## src/sv/slot_pool_oldest_evict_macros.svh

```systemverilog
// Assertion macros for the slot pool allocator.
// Included by the controller and the datapath; needs clk and rst_n in scope.
`ifndef SLOT_POOL_OLDEST_EVICT_MACROS_SVH
`define SLOT_POOL_OLDEST_EVICT_MACROS_SVH

// Same-cycle implication, disabled during reset.
`define SPOE_ASSERT_NOW(label, ante, cons, msg) \
  label: assert property (@(posedge clk) disable iff (!rst_n) (ante) |-> (cons)) \
    else $error(msg);

// Next-cycle implication, disabled during reset.
`define SPOE_ASSERT_NEXT(label, ante, cons, msg) \
  label: assert property (@(posedge clk) disable iff (!rst_n) (ante) |=> (cons)) \
    else $error(msg);

`endif

```

## src/sv/spoe_pkg.sv

```systemverilog
// Shared types and constants for the slot pool allocator.
// No dependencies; used by spoe_ctrl, spoe_dp and slot_pool_oldest_evict.
package spoe_pkg;

  localparam int NUM_SLOTS = 256;
  localparam int SLOT_W    = $clog2(NUM_SLOTS);
  localparam int LINK_W    = $clog2(NUM_SLOTS + 1);
  localparam int FIELD_W   = 8;
  localparam int OUT_W     = 24;

  localparam logic [LINK_W-1:0] NIL = LINK_W'(NUM_SLOTS);

  typedef enum logic [6:0] {
    S_IDLE     = 7'b0000001,
    S_REL_LINK = 7'b0000010,
    S_REL_PUSH = 7'b0000100,
    S_ALC_RD   = 7'b0001000,
    S_ALC_POP  = 7'b0010000,
    S_ALC_LINK = 7'b0100000,
    S_DONE     = 7'b1000000
  } state_t;

  typedef struct packed {
    logic start;
    logic rel_link;
    logic rel_push;
    logic alloc_rd;
    logic alloc_pop;
    logic alloc_link;
    logic set_status;
  } cmd_t;

  typedef struct packed {
    logic req_free;
    logic fh_nil;
    logic oldest_nil;
    logic kind_free;
    logic rel_bad;
  } sts_t;

  typedef struct packed {
    logic               status;
    logic [FIELD_W-1:0] evicted_slot;
    logic               evicted_flag;
    logic [FIELD_W-1:0] granted_slot;
  } res_t;

endpackage

```

## src/sv/spoe_ctrl.sv

```systemverilog
// Sequencing state machine for the slot pool allocator.
// Depends on spoe_pkg and slot_pool_oldest_evict_macros.svh.
`include "slot_pool_oldest_evict_macros.svh"

module spoe_ctrl (
  input  logic            clk,
  input  logic            rst_n,
  input  logic            in_valid,
  input  logic            out_free,
  input  spoe_pkg::sts_t  sts,
  output logic            in_ready,
  output logic            out_load,
  output spoe_pkg::cmd_t  cmd
);

  spoe_pkg::state_t state_r, state_nxt;

  always_ff @(posedge clk) begin
    if (!rst_n) begin
      state_r <= spoe_pkg::S_IDLE;
    end else begin
      state_r <= state_nxt;
    end
  end

  assign in_ready = (state_r == spoe_pkg::S_IDLE);

  always_comb begin
    state_nxt = state_r;
    cmd       = '0;
    out_load  = 1'b0;
    unique case (state_r)
      spoe_pkg::S_IDLE: begin
        if (in_valid) begin
          cmd.start = 1'b1;
          if (sts.req_free) begin
            state_nxt = spoe_pkg::S_REL_LINK;
          end else if (!sts.fh_nil) begin
            state_nxt = spoe_pkg::S_ALC_POP;
          end else if (!sts.oldest_nil) begin
            state_nxt = spoe_pkg::S_REL_LINK;
          end else begin
            state_nxt = spoe_pkg::S_DONE;
          end
        end
      end
      spoe_pkg::S_REL_LINK: begin
        if (sts.rel_bad) begin
          cmd.set_status = 1'b1;
          state_nxt      = spoe_pkg::S_DONE;
        end else begin
          cmd.rel_link = 1'b1;
          state_nxt    = spoe_pkg::S_REL_PUSH;
        end
      end
      spoe_pkg::S_REL_PUSH: begin
        cmd.rel_push = 1'b1;
        state_nxt    = sts.kind_free ? spoe_pkg::S_DONE : spoe_pkg::S_ALC_RD;
      end
      spoe_pkg::S_ALC_RD: begin
        cmd.alloc_rd = 1'b1;
        state_nxt    = spoe_pkg::S_ALC_POP;
      end
      spoe_pkg::S_ALC_POP: begin
        cmd.alloc_pop = 1'b1;
        state_nxt     = spoe_pkg::S_ALC_LINK;
      end
      spoe_pkg::S_ALC_LINK: begin
        cmd.alloc_link = 1'b1;
        state_nxt      = spoe_pkg::S_DONE;
      end
      spoe_pkg::S_DONE: begin
        if (out_free) begin
          out_load  = 1'b1;
          state_nxt = spoe_pkg::S_IDLE;
        end
      end
      default: begin
        state_nxt = spoe_pkg::S_IDLE;
      end
    endcase
  end

  `SPOE_ASSERT_NEXT(a_start_leaves_idle, cmd.start, state_r != spoe_pkg::S_IDLE, "start did not leave idle")
  `SPOE_ASSERT_NOW(a_status_on_free, cmd.set_status, sts.kind_free, "error status on allocate")
  `SPOE_ASSERT_NEXT(a_pop_then_link, cmd.alloc_pop, cmd.alloc_link, "pop not followed by link")

endmodule

```

## config.mk

```make
export PLATFORM = sky130hd
export DESIGN_NAME = spoe_ctrl
export DESIGN_NICKNAME = d
export VERILOG_FILES = /design/src/sv/spoe_pkg.sv /design/src/sv/spoe_ctrl.sv
export VERILOG_INCLUDE_DIRS = /design/src /design/src/sv
export SDC_FILE = /design/constraint.sdc
export NUM_CORES = 1
export LEC_CHECK = 0
export BUFFER_PORTS_ARGS = -buffer_cell sky130_fd_sc_hd__buf_2
export CORE_ASPECT_RATIO = 1.25
export CORE_MARGIN = 2
export CORE_UTILIZATION = 24
export CTS_CLUSTER_DIAMETER = 100
export DETAILED_ROUTE_END_ITERATION = 8
export GPL_TIMING_DRIVEN = 0
export PLACE_DENSITY_LB_ADDON = 0.05
export SLEW_MARGIN = 30
export SYNTH_ARGS = -nofsm -noshare
export SYNTH_HDL_FRONTEND = slang
export SYNTH_SLANG_ARGS = --single-unit
```

## constraint.sdc

```tcl
create_clock -name clk -period 1.4 [get_ports clk]
set_input_delay 0 -clock clk [delete_from_list [all_inputs] [get_ports clk]]
set_output_delay 0 -clock clk [all_outputs]
set_load 0.02 [all_outputs]
```

## Word level (Yosys, flattened, before mapping)

Cells that the tools add are included.

- Register bits: 7
- Word-level logic and storage cells: 31
- Input bits: 9
- Output and inout port bits: 9

- Muxes and demuxes: 20
- Reduce and logical (&&, ||, !) cells: 1
- Eq/ne operators: 9

Operators by type and width:

| cell | number |
|---|---|
| 7-bit 2-to-1 mux | 7 |
| 7-bit case mux with 7 select lines | 1 |
| 1-bit 2-to-1 mux | 12 |
| 7-bit by 1-bit equality test with 1-bit output, second input constant | 1 |
| 7-bit by 2-bit equality test with 1-bit output, second input constant | 1 |
| 7-bit by 3-bit equality test with 1-bit output, second input constant | 1 |
| 7-bit by 4-bit equality test with 1-bit output, second input constant | 1 |
| 7-bit by 5-bit equality test with 1-bit output, second input constant | 1 |
| 7-bit by 6-bit equality test with 1-bit output, second input constant | 1 |
| 7-bit equality test, second input constant | 1 |
| 2-bit != test, second input constant | 2 |
| 2-bit AND reduction | 1 |

## Logic depth before layout (Yosys ltp)

Gate-level depths: netlist of run 1.

- Depth in word-level cells: 5
- Mapped depth: 7
- Mapped depth without buffers: 5

## Least setup slack after synthesis of run 1

OpenSTA, ideal clock, no wires.

- Kind: register to register
- Start point: register state_r[1]
- End point: register state_r[0]
- Arrival time: 1348 ps
- Period minus slack after synthesis: 1463 ps
- Required time: 1285 ps
- Setup time: 115 ps
- Slack: -63 ps
- Cell stages (with the launch flop): 8
- Path buffers: 2
- Cell sequence: dfxtp_1 -> buf_6 -> nor4_2 -> and3_1 -> buf_6 -> a21o_4 -> o311ai_2 -> and2_1

- Cells in the longest elaborated chain, start to end: 3
- Elaborated cells on any way between the ends: 11
- Classes of those cells: 9 x eq/ne; 1 x mux; 1 x reduce/logical

RTL lines:

| what | line | text |
|---|---|---|
| start: declaration | spoe_ctrl.sv:16 | `spoe_pkg::state_t state_r, state_nxt;` |
| start signal: assignment | spoe_ctrl.sv:20 | `state_r <= spoe_pkg::S_IDLE;` |
| start signal: assignment | spoe_ctrl.sv:22 | `state_r <= state_nxt;` |
| 7-bit equality test / 7-bit by 1-bit equality test with 1-bit output (equally long branches) | spoe_ctrl.sv:32 | `unique case (state_r)` |
| 2-bit != test (no line) | - |  |
| 2-bit AND reduction (no line) | - |  |

Several ways; a longest one is shown, not always the timed one.
A chain may end at the register's enable or synchronous reset.

## Final worst setup path of run 1

- Start point: register state_r[6]
- End point: register state_r[6]

Same word-level chain as after synthesis.

==> summary.md, run 1 <==
| Metric | Value |
|---|---|
| Status | finished, violations left |
| Violated checks | setup timing |
| NetSw | slightly below 300 uW |
| Synth cell types | 30 |
| Reg area | between 150 and 200 sq um |
| Core Region | 2140 sq um |
| Fin nets | roughly 110 |
| Die area | 2600 sq um |
| Worst-path clk slew | roughly 0.06 ns |
| Row cnt | 19 |
| Combinational share of power | a little under half |
| Worst Path Required | about 1.6 ns |
| Pwr/cell area | 957 nW/um^2 |
| Share of cells above drive strength 1 | 52.6% |
| Worst-skew pair later-pin latency | approximately 0.26 ns |
| Final Wtd Congestion | 0.704 |
| Crit path to | state_r[6]$_SDFFE_PN0P_ |
| Sequential share of power | between 30 and 40% |
| Area Overhead vs Synth | 61.5% |
| Synthesized cell area | between 500 and 600 sq um |
| Critical Path AT | 1.62 ns |
| CTS buffer count | 3 |
| Seq/Total Area, Yosys | between 20% and 30% |
| Net Count, Synth | between 70 and 80 |
| DR WL/cell | approximately 13 um |
| Worst slew margin | between 80 and 90% |
| Max reg flops | 7 |
| Sw frac | 36.2% |
| Clock skew | between 0.004 and 0.005 ns |
| Initial DRC count | 6 |
| Yosys warning count | 0 |
| Core Util, Final | 39.9% |
| Global Route Usage Sum | 13.3% |
| Worst Setup End Kind | register |
| Peak supply drop | 0.399 mV |
| Setup WS pre-CTS | -0.266 ns |
| Clk sinks | 7 |
| Flop-to-flop setup slack | -0.04 ns |
| Clock H-tree levels | 1 |
| Worst hold stages | 2 |
| Max Freq | 0.696 GHz |
| Worst min-delay path class | input pin to register |
| Final Slew Violations | 0 |
| Synth Register Bits | 7 |
| Largest net degree at the start of global routing | 11 |
| I/O Pins | 18 |
| Max Buffers Root-to-Sink | 2 |
| Crit path max fanout | 5 |
| Drt drc | 0 |
| Most flops, register | state_r |
| Worst Reg-to-Reg Cells | 5 |
| Die Span Y | 56.5 um |
| First-pass GRT wire length | 2460 um |
| Worst setup margin | -0.0368 ns |
| Regs by FF count | state_r x7 |
| Vias in the first global route | 539 |
| Multi-input logic area | 412 sq um |
| Worst slew pin tran | 0.260 ns |
| Hold Violations, Final | 0 |
| Hpwl dp | 1080 um |
| Reg2reg end | state_r[6]$_SDFFE_PN0P_ |
| Tot Pwr | 818 uW |
| Via/cell ratio | 4.74 |
| Avg Cell Area, Syn | 7.90 sq um |
| Max cap viols | 0 |
| Initial antenna violation count | 0 |
| Minimum clock period after layout | 1.44 ns |
| Synth Instances | 67 |
| Reg2reg start | state_r[6]$_SDFFE_PN0P_ |
| Layout fillers | 228 |
| Grt total ovfl | 0 |
| Clock power share | a little under a quarter |
| RSZ-0062 raised after global routing | yes |
| N_diodes | 0 |
| Total number of vias | 559 |
| Final period utilization | 103% |
| CTS tree | yes |
| Final setup viols | 3 |
| Initial Util | about a quarter |
| Critical Path Source | state_r[6]$_SDFFE_PN0P_ |
| DRT Wirelength | 1480 um |
| CP Class | register to register |
| Pint | 522 uW |
| Width of the die | 46 um |
| CP Launch Type | register |
| Antenna-violating nets left | 0 |
| TritonRoute pass-1 iters | 4 |
| CTS Root Cell | clkbuf_4 |
| IO Port Bufs | 17 |
| Leakage power | 0.395 nW |
## cells by family after synthesis
family                    share of synthesized area (%)
and+or+nand+nor                                    47.0
AOI/OAI and AO/OA                                  16.1
buffers and inverters                              8.75
DFF                                                26.5
xor gates and xnor gates                           1.66
## cells in the final DEF, fill, tap and decap left out, types with 3 or more instances in the layout
| cell | count |
|---|---|
| buf_4 | 13 |
| buf_2 | 9 |
| nor2_1 | 8 |
| buf_6 | 6 |
| inv_1 | 5 |
| nand2_1 | 5 |
| o21ai_0 | 3 |
| a21oi_1 | 3 |
| clkbuf_4 | 3 |
| dfxtp_2 | 3 |
## final cells by class
cell class                 instances  share of cell area (%)
inverter                           5                    2.20
buffer                             2                    2.64
multi-input combinational         52                    48.2
sequential                         7                    17.7
timing repair buffer              27                    23.1
clock buffer                       4                    3.07
tap                               21                    3.07
## power by group through the flow
stage | Sequential (mW) | Combinational (mW) | Clock [mW]
final | 0.249 | 0.376 | 0.193
after global routing | 0.252 | 0.410 | 0.213
after CTS | 0.236 | 0.368 | 0.198
after detailed placement | 0.239 | 0.282 | 0
after global placement | 0.239 | 0.287 | 0
after floorplan | 0.236 | 0.208 | 0
## per-stage QoR
stage	cells	setup TNS (ns)	hold slack, ns	cell area, sq um
floorplan	67	0	0.0793	546
global placement	105	-1.58	0.216	657
detailed placement	105	-1.13	0.224	657
CTS	116	-0.751	0.0308	802
global route	118	-0.937	0.0265	855
finish	118	-0.0730	0.0267	855
## how the worst min path moves through the flow
stage	end	start	slack, ns
after floorplan	state_r[2]$_SDFFE_PN0P_	sts[0]	0.08
after global placement	state_r[2]$_SDFFE_PN0P_	sts[0]	0.22
after detailed placement	state_r[2]$_SDFFE_PN0P_	sts[0]	0.22
after CTS	state_r[3]$_SDFFE_PN0P_	sts[1]	0.03
after global routing	state_r[3]$_SDFFE_PN0P_	sts[1]	0.03
final	state_r[3]$_SDFFE_PN0P_	sts[1]	0.03
## synthesized netlist by cell type
cell type	instances	share of area, %
nor3_2	1	1.9
nand3_1	2	1.9
nor4b_2	1	2.8
and2_1	2	2.4
a21oi_1	3	2.8
xor2_1	1	1.7
nor4_4	1	4.0
or2_1	1	1.2
nor3_1	3	2.8
o311a_1	1	1.9
o21ai_0	3	2.8
nor2b_1	3	3.5
and3_1	2	2.4
dfxtp_1	7	26
inv_1	5	3.5
nand4b_1	1	1.7
nor4_2	1	2.4
nand3b_1	1	1.4
and3b_1	2	3.3
nand2_2	1	1.2
nor2_1	10	7.1
buf_6	2	4.3
o21ai_1	1	0.94
a21o_4	1	2.8
nand2_1	5	3.5
buf_2	1	0.94
nand4_1	1	1.2
nand2b_1	2	2.4
o221ai_1	1	1.7
o311ai_2	1	3.1
## timing repair
action	4_1_cts	5_1_grt
setup endpoints to repair	12	14
pin swaps	9	7
hold endpoints to repair	1	0
resized for setup	16	14
hold buffers	1	0
buffers inserted	6	3
## metal layers
metal | GRT usage, % | vias to the layer above | part of all wire [%]
met5 | 0 | - | 0
met1 | 17.0 | 248 | 45
li1 | - | 293 | -
met3 | 2.89 | 4 | 3.3
met2 | 20.0 | 14 | 50
met4 | 7.35 | 0 | 2.0
## critical path, cell delays in order, from the launching register on
cell and delay, ns:
dfxtp_2 0.32, or2_4 0.26, nor4_4 0.17, nand2_2 0.16, o311a_1 0.35, o21ai_1 0.11
(Power assumes the default switching activity.)
==> run 2: changes to the inputs <==
--- a/config.mk
+++ b/config.mk
@@ -6,12 +6,12 @@
 export SDC_FILE = /design/constraint.sdc
 export NUM_CORES = 1
 export LEC_CHECK = 0
-export BUFFER_PORTS_ARGS = -buffer_cell sky130_fd_sc_hd__buf_2
 export CORE_ASPECT_RATIO = 1.25
-export CORE_MARGIN = 2
+export CORE_MARGIN = 4
 export CORE_UTILIZATION = 24
 export CTS_CLUSTER_DIAMETER = 100
 export DETAILED_ROUTE_END_ITERATION = 8
+export DONT_BUFFER_PORTS = 1
 export GPL_TIMING_DRIVEN = 0
 export PLACE_DENSITY_LB_ADDON = 0.05
 export SLEW_MARGIN = 30
==> run 2 against run 1 <==
Compared with the run above: the run ends with hold timing, setup timing left; die area up 16%; sequential power down 4%; via count is 11% lower; setup slack got worse by 0.049 ns; clock power grew 3%; final cell count fell by 9.3%; power is 3.5% lower; critical path type is now register to output pin; highest routed layer unchanged.
==> summary.md, run 2 (synthesis results as in run 1) <==
| Metric | Value |
|---|---|
| Status | finished, violations left |
| Violated checks | hold timing, setup timing |
| Max cap viols | 0 |
| Max Freq | 0.673 GHz |
| Worst min-delay path class | input pin to register |
| Hold Violations, Final | 7 |
| Via/cell ratio | ~4.6 |
| Initial antenna violation count | 0 |
| Global Route Usage Sum | approximately an eighth |
| Die Span Y | about 60 um |
| Worst Path Required | between 1 and 1.5 ns |
| Regs by FF count | state_r x7 |
| Initial Util | roughly 26% |
| Clock H-tree levels | 1 |
| CTS Root Cell | clkbuf_4 |
| Share of cells above drive strength 1 | 41.6% |
| Die area | roughly 3000 sq um |
| Drt drc | 0 |
| Max Buffers Root-to-Sink | 2 |
| DRT Wirelength | 1480 um |
| Total instance count after detailed placement | 97 |
| Worst-path clk slew | 0.06 ns |
| Crit path max fanout | 4 |
| Worst hold margin | -0.118 ns |
| Worst slew margin | 77.6% |
| Worst Setup End Kind | output pin |
| Max reg flops | 7 |
| Setup tns final | -0.390 ns |
| Peak supply drop | between 0.5 and 0.6 mV |
| Final Non-Filler Cells | 107 |
| DR WL/cell | 13.8 um |
| TritonRoute pass-1 iters | 3 |
| First-pass GRT wire length | 2550 um |
| I/O Pins | 18 |
| Final setup viols | 10 |
| Final Wtd Congestion | 0.750 |
| RSZ-0062 raised after global routing | yes |
| IO Port Bufs | 0 |
| Pwr/cell area | between 1000 and 1500 nW/um^2 |
| Vias in the first global route | around 550 |
| Clock skew | 0.00183 ns |
| Setup WS pre-CTS | -0.254 ns |
| Initial DRC count | 14 |
| Grt total ovfl | 0 |
| Most flops, register | state_r |
| Critical Path AT | 1.49 ns |
| Worst-skew pair later-pin latency | 0.26 ns |
| N_diodes | 0 |
| Largest net degree at the start of global routing | 11 |
| Clk sinks | 7 |
| CP Class | register to output pin |
| Leakage power | between 0.2 and 0.3 nW |
| Final Slew Violations | 0 |
| CTS tree | yes |
| Most frequent cells in the layout | nor2_1, nand2_1, buf_4 |
| Area Overhead vs Synth | 39.2% |
| Width of the die | approximately 50 um |
| Fin nets | 87 |
| Core Util, Final | 36.0% |
| Worst slew pin tran | 0.334 ns |
| Total number of vias | 496 |
| Hpwl dp | 1050 um |
| Commonest non-fill, non-tap cell in the layout | nor2_1 |
| CP Launch Type | register |
| Final period utilization | 106% |
| Antenna-violating nets left | 0 |
| Row cnt | 18 |
| Core Region | roughly 2000 sq um |
| CTS buffer count | 3 |
| Hold Buf Count CTS | 1 |
| Minimum clock period after layout | 1.49 ns |
| Worst setup margin | -0.0860 ns |
[run 2: cell count changes in the layout (fill, tap and decap cells not counted), sizes merged]
cell / before / now
buf: 28 / 8
[run 2: layer usage]
layer | GRT usage [%] | vias to the layer above | share of wire, % | routed length, um
met2 | 19.0 | 15 | 48 | 705
met3 | 2.70 | 4 | 6.1 | 91
li1 | - | 254 | - | -
met5 | 0 | - | 0 | 0
met1 | 13.2 | 223 | 44 | 653
met4 | 9.49 | 0 | 2.0 | 29
[run 2: per-stage QoR]
stage               area, sq um  total power, mW
global placement            583            0.498
floorplan                   546            0.444
CTS                         707            0.749
finish                      737            0.789
global route                737            0.843
detailed placement          583            0.491
[run 2: worst max-delay path: stages, from the launching register on]
cell and delay, ns:
dfxtp_2 0.33, or2_4 0.26, nor4_4 0.18, nand2_2 0.17, buf_4 0.18, inv_2 0.09
[run 2: final timing paths]
kind,from,endpoint,slack [ns],cells past startpoint
worst max register to register,state_r[2]$_SDFFE_PN0P_,state_r[6]$_SDFFE_PN0P_,-0.08,5
worst max-delay path,state_r[2]$_SDFFE_PN0P_,in_ready,-0.09,5
worst min-delay path,rst_n,state_r[6]$_SDFFE_PN0P_,-0.12,2
worst min register to register,state_r[4]$_SDFFE_PN0P_,state_r[5]$_SDFFE_PN0P_,0.58,2
[run 2: area by class of cell]
type	instances	area (sq um)
Timing Repair Buffer	6	47.5
Inverter	5	18.8
Buffer	3	33.8
Fill cell	221	1310
Clock buffer	4	26.3
Tap cell	30	37.5
Sequential cell	7	144
Multi-Input combinational cell	52	429
[run 2: timing repair]
| item | CTS | global route |
|---|---|---|
| endpoints found under the setup margin | 11 | 13 |
| setup buffers | 3 | 2 |
| cloned | 0 | 0 |
| pin swaps | 3 | 4 |
| hold endpoints to repair | 7 | 7 |
| resized for setup | 15 | 6 |
[run 2: report_power, final]
group / leakage (nW) / switching (mW) / internal [mW]
clock: 0.0150 / 0.0883 / 0.110
sequential: 0.0584 / 0.0243 / 0.216
combinational: 0.215 / 0.190 / 0.160
